### src/rtl/dali_forward_frame_builder_assert.svh
// Assertion macros used by the frame builder top level.
`ifndef DALI_FORWARD_FRAME_BUILDER_ASSERT_SVH
`define DALI_FORWARD_FRAME_BUILDER_ASSERT_SVH

// Same-cycle implication, held off during reset.
`define DFFB_ASSERT_IMPL(lbl, clk, rst_n, ante, cons) \
  lbl: assert property (@(posedge clk) disable iff (!(rst_n)) (ante) |-> (cons)) \
    else $error("dffb assertion failed");

// Next-cycle implication, held off during reset.
`define DFFB_ASSERT_NEXT(lbl, clk, rst_n, ante, cons) \
  lbl: assert property (@(posedge clk) disable iff (!(rst_n)) (ante) |=> (cons)) \
    else $error("dffb assertion failed");

`endif

### src/rtl/dffb_pkg.sv
// Types, codes and constants of the DALI forward frame builder.
package dffb_pkg;

  // Request kinds carried on the input tuser
  typedef enum logic [2:0] {
    CMD_ADDR_LEVEL  = 3'd0,
    CMD_GROUP_LEVEL = 3'd1,
    CMD_ADDR_CMD    = 3'd2,
    CMD_GROUP_CMD   = 3'd3,
    CMD_BCAST_CMD   = 3'd4
  } cmd_e;

  // Line symbols on the output
  typedef enum logic [1:0] {
    SYM_ZERO = 2'd0,
    SYM_ONE  = 2'd1,
    SYM_STOP = 2'd2
  } sym_e;

  localparam int unsigned FrameSyms = 18;
  localparam int unsigned WordBits  = 16;
  localparam int unsigned IdxW      = $clog2(FrameSyms);
  localparam int unsigned BitPosW   = $clog2(WordBits);

  localparam int unsigned QDepth = 2;
  localparam int unsigned QPtrW  = (QDepth > 1) ? $clog2(QDepth) : 1;
  localparam int unsigned QCntW  = $clog2(QDepth + 1);

  // One frame job: address and data word, and whether it is sent twice
  typedef struct packed {
    logic [WordBits-1:0] word;
    logic                rep;
  } desc_t;

  // Queue status seen by both sides
  typedef struct packed {
    logic full;
    logic valid;
  } q_stat_t;

endpackage

### src/rtl/dffb_front.sv
// Front end: classifies a request and forms the frame word.
module dffb_front (
  input  dffb_pkg::cmd_e  cmd_i,
  input  logic [6:0]      target_i,
  input  logic [7:0]      value_i,
  input  logic            repeat_req_i,
  output logic            keep_o,
  output dffb_pkg::desc_t desc_o
);

  logic [7:0] addr;
  logic       rep;

  // Address byte and repeat per kind; out-of-range levels and unused kinds are dropped
  always_comb begin
    keep_o = 1'b1;
    addr   = 8'h00;
    rep    = 1'b0;
    case (cmd_i)
      dffb_pkg::CMD_ADDR_LEVEL: begin
        keep_o = ~target_i[6];
        addr   = {target_i[5:0], 1'b0};
      end
      dffb_pkg::CMD_GROUP_LEVEL: begin
        keep_o = ~(|target_i[6:4]);
        addr   = {1'b1, 2'b00, target_i[3:0], 1'b0};
      end
      dffb_pkg::CMD_ADDR_CMD: begin
        addr = {target_i, 1'b1};
        rep  = repeat_req_i;
      end
      dffb_pkg::CMD_GROUP_CMD: begin
        // top target bit lands on the group marker after truncation
        addr = {1'b1, target_i[5:0], 1'b1};
        rep  = repeat_req_i;
      end
      dffb_pkg::CMD_BCAST_CMD: begin
        addr = 8'hFF;
        rep  = repeat_req_i;
      end
      default: begin
        keep_o = 1'b0;
      end
    endcase
  end

  assign desc_o.word = {addr, value_i};
  assign desc_o.rep  = rep;

endmodule

### src/rtl/dffb_queue.sv
// Short job queue between the front end and the serialiser.
module dffb_queue (
  input  logic             clk_i,
  input  logic             rst_ni,
  input  logic             push_i,
  input  dffb_pkg::desc_t  push_desc_i,
  input  logic             pop_i,
  output dffb_pkg::desc_t  pop_desc_o,
  output dffb_pkg::q_stat_t stat_o
);

  dffb_pkg::desc_t                 mem_q [dffb_pkg::QDepth];
  logic [dffb_pkg::QPtrW-1:0]      wr_ptr_q, wr_ptr_d;
  logic [dffb_pkg::QPtrW-1:0]      rd_ptr_q, rd_ptr_d;
  logic [dffb_pkg::QCntW-1:0]      cnt_q, cnt_d;

  function automatic logic [dffb_pkg::QPtrW-1:0] ptr_inc(
    input logic [dffb_pkg::QPtrW-1:0] p
  );
    if (p == dffb_pkg::QPtrW'(dffb_pkg::QDepth - 1)) begin
      return '0;
    end
    return p + 1'b1;
  endfunction

  assign stat_o.full  = (cnt_q == dffb_pkg::QCntW'(dffb_pkg::QDepth));
  assign stat_o.valid = (cnt_q != '0);
  assign pop_desc_o   = mem_q[rd_ptr_q];

  // pointer and fill updates
  always_comb begin
    wr_ptr_d = push_i ? ptr_inc(wr_ptr_q) : wr_ptr_q;
    rd_ptr_d = pop_i  ? ptr_inc(rd_ptr_q) : rd_ptr_q;
    cnt_d    = cnt_q;
    if (push_i && !pop_i) begin
      cnt_d = cnt_q + 1'b1;
    end else if (!push_i && pop_i) begin
      cnt_d = cnt_q - 1'b1;
    end
  end

  always_ff @(posedge clk_i or negedge rst_ni) begin
    if (!rst_ni) begin
      wr_ptr_q <= '0;
      rd_ptr_q <= '0;
      cnt_q    <= '0;
    end else begin
      wr_ptr_q <= wr_ptr_d;
      rd_ptr_q <= rd_ptr_d;
      cnt_q    <= cnt_d;
    end
  end

  // storage
  always_ff @(posedge clk_i) begin
    if (push_i) begin
      mem_q[wr_ptr_q] <= push_desc_i;
    end
  end

endmodule

### src/rtl/dffb_back.sv
// Back end: serialises frame jobs into one symbol a beat.
module dffb_back (
  input  logic              clk_i,
  input  logic              rst_ni,
  input  dffb_pkg::q_stat_t q_stat_i,
  input  dffb_pkg::desc_t   q_desc_i,
  output logic              pop_o,
  output logic              m_valid_o,
  input  logic              m_ready_i,
  output dffb_pkg::sym_e    m_sym_o,
  output logic              m_last_o
);

  logic                        busy_q, busy_d;
  logic                        second_q, second_d;
  logic [dffb_pkg::IdxW-1:0]   idx_q, idx_d;
  logic [dffb_pkg::WordBits-1:0] word_q, word_d;
  logic                        rep_q, rep_d;
  logic                        ovalid_q, ovalid_d;
  dffb_pkg::sym_e              sym_q, sym_d;
  logic                        last_q, last_d;

  logic                        adv;
  logic                        at_stop;
  logic                        done;
  logic [dffb_pkg::BitPosW-1:0] bit_pos;

  assign adv     = busy_q && (!ovalid_q || m_ready_i);
  assign at_stop = (idx_q == dffb_pkg::IdxW'(dffb_pkg::FrameSyms - 1));
  assign done    = at_stop && (!rep_q || second_q);
  // symbols 1..16 carry word bits MSB first
  assign bit_pos = dffb_pkg::BitPosW'(dffb_pkg::IdxW'(dffb_pkg::WordBits) - idx_q);
  // load when idle, or straight after the final stop symbol
  assign pop_o   = q_stat_i.valid && (!busy_q || (adv && done));

  always_comb begin
    busy_d   = busy_q;
    second_d = second_q;
    idx_d    = idx_q;
    word_d   = word_q;
    rep_d    = rep_q;
    ovalid_d = ovalid_q && !m_ready_i;
    sym_d    = sym_q;
    last_d   = last_q;

    // emit the current symbol into the output register
    if (adv) begin
      ovalid_d = 1'b1;
      last_d   = done;
      if (idx_q == '0) begin
        sym_d = dffb_pkg::SYM_ONE;
      end else if (at_stop) begin
        sym_d = dffb_pkg::SYM_STOP;
      end else begin
        sym_d = word_q[bit_pos] ? dffb_pkg::SYM_ONE : dffb_pkg::SYM_ZERO;
      end
      if (!at_stop) begin
        idx_d = idx_q + 1'b1;
      end else if (!done) begin
        idx_d    = '0;
        second_d = 1'b1;
      end else begin
        busy_d = 1'b0;
      end
    end

    // take the next job
    if (pop_o) begin
      busy_d   = 1'b1;
      second_d = 1'b0;
      idx_d    = '0;
      word_d   = q_desc_i.word;
      rep_d    = q_desc_i.rep;
    end
  end

  always_ff @(posedge clk_i or negedge rst_ni) begin
    if (!rst_ni) begin
      busy_q   <= 1'b0;
      second_q <= 1'b0;
      idx_q    <= '0;
      ovalid_q <= 1'b0;
    end else begin
      busy_q   <= busy_d;
      second_q <= second_d;
      idx_q    <= idx_d;
      ovalid_q <= ovalid_d;
    end
  end

  // payload registers
  always_ff @(posedge clk_i) begin
    word_q <= word_d;
    rep_q  <= rep_d;
    sym_q  <= sym_d;
    last_q <= last_d;
  end

  assign m_valid_o = ovalid_q;
  assign m_sym_o   = sym_q;
  assign m_last_o  = last_q;

endmodule

### src/rtl/dali_forward_frame_builder.sv
// Top level of the DALI forward frame builder.
//
//  channel   dir  handshake                       payload
//  s_axis    in   s_axis_tvalid / s_axis_tready   tuser=cmd, tdata=target,value,repeat_req
//  m_axis    out  m_axis_tvalid / m_axis_tready   tdata=symbol, tlast=last
//
// One symbol leaves per cycle while the receiver is ready; a frame is 18 symbols, and a
// request with repeat sends two frames, 36 symbols.
// When idle, a request passes the queue entry and the job registers, then reaches the output register.
// Requests that yield no frame are taken and vanish.
// The two-entry job queue keeps s_axis ready while a frame is being sent, until both entries are full.
// Reset is asynchronous, active low, and empties queue, serialiser and output.
module dali_forward_frame_builder (
  input  logic        clk_i,
  input  logic        rst_ni,
  input  logic        s_axis_tvalid,
  output logic        s_axis_tready,
  input  logic [15:0] s_axis_tdata,  // [6:0] target, [14:7] value, [15] repeat_req
  input  logic [2:0]  s_axis_tuser,  // [2:0] cmd
  output logic        m_axis_tvalid,
  input  logic        m_axis_tready,
  output logic [7:0]  m_axis_tdata,  // [1:0] symbol, [7:2] zero
  output logic        m_axis_tlast
);

  `include "dali_forward_frame_builder_assert.svh"

  logic              keep;
  logic              push;
  logic              pop;
  dffb_pkg::desc_t   front_desc;
  dffb_pkg::desc_t   q_desc;
  dffb_pkg::q_stat_t q_stat;
  dffb_pkg::sym_e    sym;

  dffb_front u_front (
    .cmd_i        (dffb_pkg::cmd_e'(s_axis_tuser)),
    .target_i     (s_axis_tdata[6:0]),
    .value_i      (s_axis_tdata[14:7]),
    .repeat_req_i (s_axis_tdata[15]),
    .keep_o       (keep),
    .desc_o       (front_desc)
  );

  // every beat is taken while there is room; dropped kinds never enter
  assign s_axis_tready = !q_stat.full;
  assign push          = s_axis_tvalid && s_axis_tready && keep;

  dffb_queue u_queue (
    .clk_i       (clk_i),
    .rst_ni      (rst_ni),
    .push_i      (push),
    .push_desc_i (front_desc),
    .pop_i       (pop),
    .pop_desc_o  (q_desc),
    .stat_o      (q_stat)
  );

  dffb_back u_back (
    .clk_i     (clk_i),
    .rst_ni    (rst_ni),
    .q_stat_i  (q_stat),
    .q_desc_i  (q_desc),
    .pop_o     (pop),
    .m_valid_o (m_axis_tvalid),
    .m_ready_i (m_axis_tready),
    .m_sym_o   (sym),
    .m_last_o  (m_axis_tlast)
  );

  assign m_axis_tdata = {6'b000000, sym};

  // checks
  `DFFB_ASSERT_IMPL(a_last_is_stop, clk_i, rst_ni, m_axis_tvalid && m_axis_tlast,
                    m_axis_tdata[1:0] == dffb_pkg::SYM_STOP)
  `DFFB_ASSERT_IMPL(a_pop_needs_entry, clk_i, rst_ni, pop, q_stat.valid)
  `DFFB_ASSERT_NEXT(a_repeat_follows, clk_i, rst_ni,
                    m_axis_tvalid && m_axis_tready && !m_axis_tlast &&
                    m_axis_tdata[1:0] == dffb_pkg::SYM_STOP,
                    m_axis_tvalid && m_axis_tdata[1:0] == dffb_pkg::SYM_ONE)

endmodule

### config.mk
export PLATFORM = sky130hd
export DESIGN_NAME = dali_forward_frame_builder
export DESIGN_NICKNAME = d
export VERILOG_FILES = /design/src/rtl/dffb_pkg.sv /design/src/rtl/dffb_front.sv /design/src/rtl/dffb_queue.sv /design/src/rtl/dffb_back.sv /design/src/rtl/dali_forward_frame_builder.sv
export VERILOG_INCLUDE_DIRS = /design/src /design/src/rtl
export SDC_FILE = /design/constraint.sdc
export NUM_CORES = 1
export LEC_CHECK = 0
export ABC_AREA = 1
export BUFFER_PORTS_ARGS = -buffer_cell sky130_fd_sc_hd__buf_2
export CAP_MARGIN = 0
export CELL_PAD_IN_SITES_DETAIL_PLACEMENT = 2
export CELL_PAD_IN_SITES_GLOBAL_PLACEMENT = 2
export CORE_ASPECT_RATIO = 0.5
export CORE_UTILIZATION = 30
export DETAILED_ROUTE_END_ITERATION = 6
export GPL_ROUTABILITY_DRIVEN = 0
export PLACE_DENSITY = 0.66
export SYNTH_ARGS = -nofsm -noshare
export SYNTH_HDL_FRONTEND = slang
export SYNTH_HIERARCHICAL = 1
export SYNTH_SLANG_ARGS = --single-unit
### constraint.sdc
create_clock -name clk_i -period 5.78 [get_ports clk_i]
set_clock_uncertainty 0.05 [all_clocks]
set_input_delay 0.578 -clock clk_i [delete_from_list [all_inputs] [get_ports clk_i]]
set_output_delay 0.578 -clock clk_i [all_outputs]
set_load 0.01 [all_outputs]
## After elaboration in Yosys (flattened, before gate mapping)

Memories as Yosys holds them, arrays and structs flattened. A register that Yosys moved wholly into a read port is not among the register bits.
Cells that the tools add are included.

- Register bits after elaboration: 15
- Bits in writable memories: 34
- Input bits: 23
- Output and inout port bits: 11
- Logic and storage cells: 88
- Memories: 1

Memories:

| memory | depth | bits a word | rd ports | clocked after memory_dff | wr ports | line | text |
|---|---|---|---|---|---|---|---|
| u_queue.mem_q | 2 | 17 | 1 | 1 | 1 | dffb_queue.sv:12 | `dffb_pkg::desc_t mem_q [dffb_pkg::QDepth];` |

- $add $sub $neg: 6
- $lt $le $gt $ge: 1
- Eq/ne operators: 8
- Multiplexer cells: 30
- Bitwise gates (word level): 2
- Reductions and logical operators: 31

Operators with widths:

| kind | count |
|---|---|
| $pmux W8 S5 | 1 |
| $mux W1 | 20 |
| $mux W5 | 4 |
| $reduce_bool A2 Y1 | 5 |
| $logic_and A1 B1 Y1 | 9 |
| $logic_not A1 Y1 | 7 |
| $eq A3 B2 Y1 const B | 2 |
| $mux W2 | 3 |
| $reduce_and A3 Y1 | 2 |
| $reduce_or A3 Y1 | 2 |
| $add A5 B1 Y5 const B | 1 |
| $eq A5 B5 Y1 const B | 1 |
| $logic_not A5 Y1 | 1 |
| $lt A4 B5 Y1 const B | 1 |
| $bmux W1 S4 | 1 |
| $sub A1 B4 Y4 const A | 1 |
| $eq A3 B1 Y1 const B | 1 |
| $eq A3 B3 Y1 const B | 1 |
| $logic_not A3 Y1 | 1 |
| $logic_or A1 B1 Y1 | 3 |
| $ne A3 B3 Y1 const B | 1 |
| $pmux W1 S3 | 1 |
| $add A1 B1 Y1 const B | 2 |
| $add A2 B1 Y2 const B | 1 |
| 5 further kinds | 6 |

## Logic depth before layout (Yosys ltp)

- Depth after elaboration: 9
- Gate-level depth with buffers: 15

## Cells and area by module

Netlist, hierarchy kept.

By module, submodules not included:

| module | times used | cells each | area each (µm²) | sequential area each (µm²) |
|---|---|---|---|---|
| dffb_queue | 1 | 78 | 1,483.9 | 1,121.1 |
| dffb_back | 1 | 132 | 1,336.3 | 800.8 |
| dffb_front | 1 | 42 | 235.2 | 0.0 |
| dali_forward_frame_builder | 1 | 10 | 62.6 | 0.0 |

## Worst setup path before layout

OpenSTA, ideal clock, no wires.

- Kind: in2reg
- From: input port s_axis_tuser[2]
- To: memory u_queue/mem_q[0][0] (netlist bit), enable pin
- Library setup time: 0.391 ns
- Arrival time: 1.941 ns
- Required time: 5.339 ns
- Setup slack: 3.398 ns
- Stages: 8
- Path buffers: 1
- Path through: buf_6 nor2_4 a21oi_4 nand2_1 nand2_1 nor2_2 inv_1 nor2_1

- Longest elaborated chain between the ends: 6
- Elaborated cells on any way between the ends: 10
- Classes of those cells: eq/ne (4); mux (3); reduce/logical (3)

Ends and longest elaborated chain:

| element | line | text |
|---|---|---|
| start, declared | dali_forward_frame_builder.sv:19 | `input logic [2:0] s_axis_tuser,` |
| $eq A3 B2 Y1 or $eq A3 B3 Y1 (tied branches) | dffb_front.sv:19 | `case (cmd_i)` |
| $reduce_or A3 Y1 (no source line) | -- |  |
| $pmux W1 S3 (*) | dffb_front.sv:19 |  |
| named net keep | dali_forward_frame_builder.sv:28 | `logic keep;` |
| $logic_and A1 B1 Y1 (*) | dali_forward_frame_builder.sv:47 | `assign push = s_axis_tvalid && s_axis_tready && keep;` |
| named net push | dali_forward_frame_builder.sv:29 | `logic push;` |
| $mux W1 (*) | dffb_queue.sv:56 | `if (push_i) begin` |
| $mux W1 (implied by the code) (*) | dffb_queue.sv:57 | `mem_q[wr_ptr_q] <= push_desc_i;` |
| end, declared | dffb_queue.sv:12 |  |

Mark *: on every way through the listed nets, which the timed path passes. The rest lies on a longest branch.

## Worst setup path in the final report

- From: register u_back/idx_q[0] (netlist bit)
- To: register u_queue/cnt_q[1] (netlist bit)

- Longest elaborated chain between the ends: 8
- Elaborated cells on any way between the ends: 10
- Classes of those cells: eq/ne (1); mux (1); reduce/logical (8)

Ends and longest elaborated chain:

| element | line | text |
|---|---|---|
| start, declared | dffb_back.sv:16 | `logic [dffb_pkg::IdxW-1:0] idx_q, idx_d;` |
| start signal, assigned | dffb_back.sv:86 | `idx_q <= idx_d;` |
| $eq A5 B5 Y1 (*) | dffb_back.sv:29 | `assign at_stop = (idx_q == dffb_pkg::IdxW'(dffb_pkg::FrameSyms - 1));` |
| $logic_and A1 B1 Y1 (*) | dffb_back.sv:30 | `assign done = at_stop && (!rep_q \|\| second_q);` |
| $logic_and A1 B1 Y1 (*) | dffb_back.sv:34 | `assign pop_o = q_stat_i.valid && (!busy_q \|\| (adv && done));` |
| $logic_or A1 B1 Y1 (*) | dffb_back.sv:34 |  |
| $logic_and A1 B1 Y1 (*) | dffb_back.sv:34 |  |
| named net pop | dali_forward_frame_builder.sv:30 | `logic pop;` |
| $logic_not A1 Y1 | dffb_queue.sv:35 | `if (push_i && !pop_i) begin` |
| $logic_and A1 B1 Y1 | dffb_queue.sv:35 |  |
| $mux W2 or $reduce_bool A2 Y1 (tied branches) | -- |  |
| end signal, assigned | dffb_queue.sv:50 | `cnt_q <= cnt_d;` |
| end, declared | dffb_queue.sv:15 | `logic [dffb_pkg::QCntW-1:0] cnt_q, cnt_d;` |

Marked as above.
A chain may end at the register's enable or synchronous reset.

==> impl_metrics.json <==
{
  "status": "finished, final reports clean",
  "clkLatencyLatePin_ns": 0.33,
  "first_pass_iters": 4,
  "synth-seq-cells": 66,
  "met3_usage_pct": 3.74,
  "drv_slew": 0,
  "fp.dieW_um": 146,
  "final_cell_count_no_fill": 425,
  "grt_busiest_layer": "met2",
  "synth_flop_cell": "edfxtp_1",
  "io_buffer_count": 27,
  "core_area_um2": 9760,
  "reg2reg_slack_ns": 2.87,
  "root_buffer": "clkbuf_16",
  "synth_common_cells": "54 x edfxtp_1, 45 x nand2_1, 38 x inv_1",
  "async_flop_share_pct": 18.2,
  "drive_gt1_share_pct": 25.9,
  "drt_wl_total_um": 6290,
  "tns_ns": 0,
  "yosysMostFrequentCell": "edfxtp_1",
  "initial_utilization_pct": 31.9,
  "synth_top_area_share_pct": 52.0,
  "placementRows": 25,
  "overflow": 0,
  "grt_pass1_vias": 1943,
  "maxCapViolCount": 0,
  "peakVddDrop_mv": 0.151,
  "reg2reg_depth": 13,
  "leakage_uw": 0.00152,
  "die_area_um2": 10800,
  "cp_max_fo": 19,
  "dr_total_vias": 1812,
  "synth_xor_area_share_pct": 2.25,
  "pin_count": 34,
  "fill_cells": 1031,
  "worst_pin_slew_ns": 0.998,
  "crit_family": "simple AND/OR/NAND/NOR gates",
  "rr_startpoint": "u_back/idx_q[0]",
  "grt_pass1_wl_um": 10300,
  "vias_per_cell": 4.26,
  "r2r-end": "u_queue/cnt_q[1]",
  "grt_util_met1_pct": 15.9,
  "required_ns": 5.94,
  "syn_area_um2": 3120,
  "path_buf_inv": 3,
  "powerDensity_nw_per_um2": 498,
  "period_needed_ns": 2.91,
  "grt_max_degree": 20,
  "antenna_found_initial": 0,
  "cp_slowest_cell": "dfrtp_1",
  "cts_buffers": 9,
  "rsz0062_at_grt": "false",
  "cts.sinks": 66,
  "hold_viol_final": 0,
  "crit_type": "flop to flop",
  "critPathMaxStageDelay_ns": 0.63,
  "endpoint_kind": "flop",
  "synth_edf_count": 54,
  "synth_top_family_by_area": "simple AND/OR/NAND/NOR gates",
  "wire_per_inst_um": 14.8,
  "hold_buffers": 0,
  "clk_path_buf_depth": 2,
  "slew_headroom_pct": 33.4,
  "place_inst": 409,
  "cts_resized": 0,
  "muxShareOfSynthArea_pct": 7.22,
  "cts_tree": "built",
  "post_cts_buffers": 0,
  "drc": 0,
  "path_cells": "ha_1, nand2_1, nor3_4, nand3_2, nand2_2, nand2_4, inv_1, inv_1, ha_1, inv_1, nand3_1, nand2_1, nand2_1",
  "grt_use_total_pct": 12.9,
  "yosysWarnings": 6,
  "ant_nets": 0,
  "synthCells": 262,
  "ys_seq_area_share_pct": 61.6,
  "ys_types": 29,
  "grt_use_met2_pct": 21.5,
  "syn_area_per_cell_um2": 11.9,
  "diodes": 0,
  "synth-simple-area-share_pct": 14.0,
  "synth_compound_area_share_pct": 2.37,
  "nNetsFinal": 312,
  "hpwl_um": 4490,
  "hold_path_class": "input pin to async pin",
  "dieHeight_um": 74.1,
  "area_growth_pct": 14.1,
  "cts_htree_levels": 3,
  "synthTopCellsByArea": "edfxtp_1 52%, dfrtp_1 9.6%, nand2_1 5.4%",
  "finalSetupViolations": 0,
  "synth_top_area_cell": "edfxtp_1",
  "fmax_mhz": 344,
  "fin_crit_sh_pct": 50.4,
  "drtIter0Drc": 53,
  "synth_fa_ha_area_share_pct": 1.61,
  "critPathArrivalTime_ns": 3.07,
  "clkTransAtPathRegs_ns": 0.06,
  "worstSetupStartpointType": "flop"
}
-- flip-flops by register name, summed over array words and instances, names as in the netlist --
name	flops
u_queue/cnt_q	2
u_back/second_q	1
u_back/rep_q	1
u_back/busy_q	1
u_back/idx_q	5
u_back/m_sym_o	2
u_back/word_q	16
u_back/m_valid_o	1
u_back/m_last_o	1
u_queue/wr_ptr_q	1
u_queue/rd_ptr_q	1
u_queue/mem_q	34
-- cell usage in the layout, fill, tap and decap left out, types with 2 or more instances in the layout --
master,count
buf_2,27
nand3_1,22
nor2_1,14
nor2_2,4
o21ai_2,2
mux2_2,8
ha_1,4
o21ai_1,6
dfrtp_1,12
nand2_2,2
nand4_1,2
inv_1,38
mux2_4,9
inv_2,2
xnor2_1,3
clkinv_2,2
clkbuf_16,9
nand2_1,45
edfxtp_1,54
xor2_1,5
conb_1,6
-- power breakdown --
| group | switching (uW) | leakage [uW] | internal, uW |
|---|---|---|---|
| Sequential | 100 | 0.000640 | 643 |
| Combinational | 289 | 0.000734 | 204 |
| Clock | 203 | 0.000143 | 333 |
-- through the flow --
stage	instance area [um2]	util (%)	hold slack [ns]	power (uW)	worst slack (ns)
floorplan	3140	-	0.232	1130	3.40
CTS	3560	36.4	0.0939	1810	2.79
finish	3560	36.4	0.0894	1770	2.87
global route	3560	36.4	0.102	1890	2.58
detailed placement	3260	33.4	0.444	1250	2.82
global placement	3260	33.4	0.414	1210	3.01
-- worst max path at each step --
stage / start / endpoint / slack [ns] / cells past startpoint
3_3_place_gp: u_back/idx_q[0] / u_queue/cnt_q[1] / 3.01 / 13
6_report: u_back/idx_q[0] / u_queue/cnt_q[1] / 2.87 / 13
5_1_grt: u_back/idx_q[0] / u_queue/cnt_q[1] / 2.58 / 13
3_5_place_dp: u_back/idx_q[0] / u_queue/cnt_q[1] / 2.82 / 13
4_1_cts: u_back/idx_q[0] / u_queue/cnt_q[1] / 2.79 / 13
2_1_floorplan: s_axis_tuser[2] / u_queue/mem_q[0][0] / 3.40 / 8
-- kinds of logic after synthesis --
| family | count (synthesis) |
|---|---|
| buffers and inverters | 61 |
| other | 1 |
| flip-flops | 66 |
| AND/OR/NAND/NOR | 94 |
| multiplexers | 17 |
| AO/OA/AOI/OAI | 11 |
| XOR/XNOR | 8 |
| adder cells (fa/ha/maj) | 4 |
-- metal layers --
| metal | up-vias | routed length (um) |
|---|---|---|
| met5 | - | 0 |
| met4 | 0 | 105 |
| met3 | 9 | 257 |
| met2 | 38 | 2920 |
| met1 | 874 | 3010 |
| li1 | 891 | - |
-- cell type report --
cell class,instances,area (um2),area share (%)
Multi-Input combinational cell,140,880,24.7
Timing Repair Buffer,28,143,4.01
Clock buffer,9,225,6.33
Tap cell,135,169,4.75
Sequential cell,66,1920,54.0
Inverter,40,150,4.22
Clock inverter,7,68.8,1.93
Power figures use the tool's default switching activity.
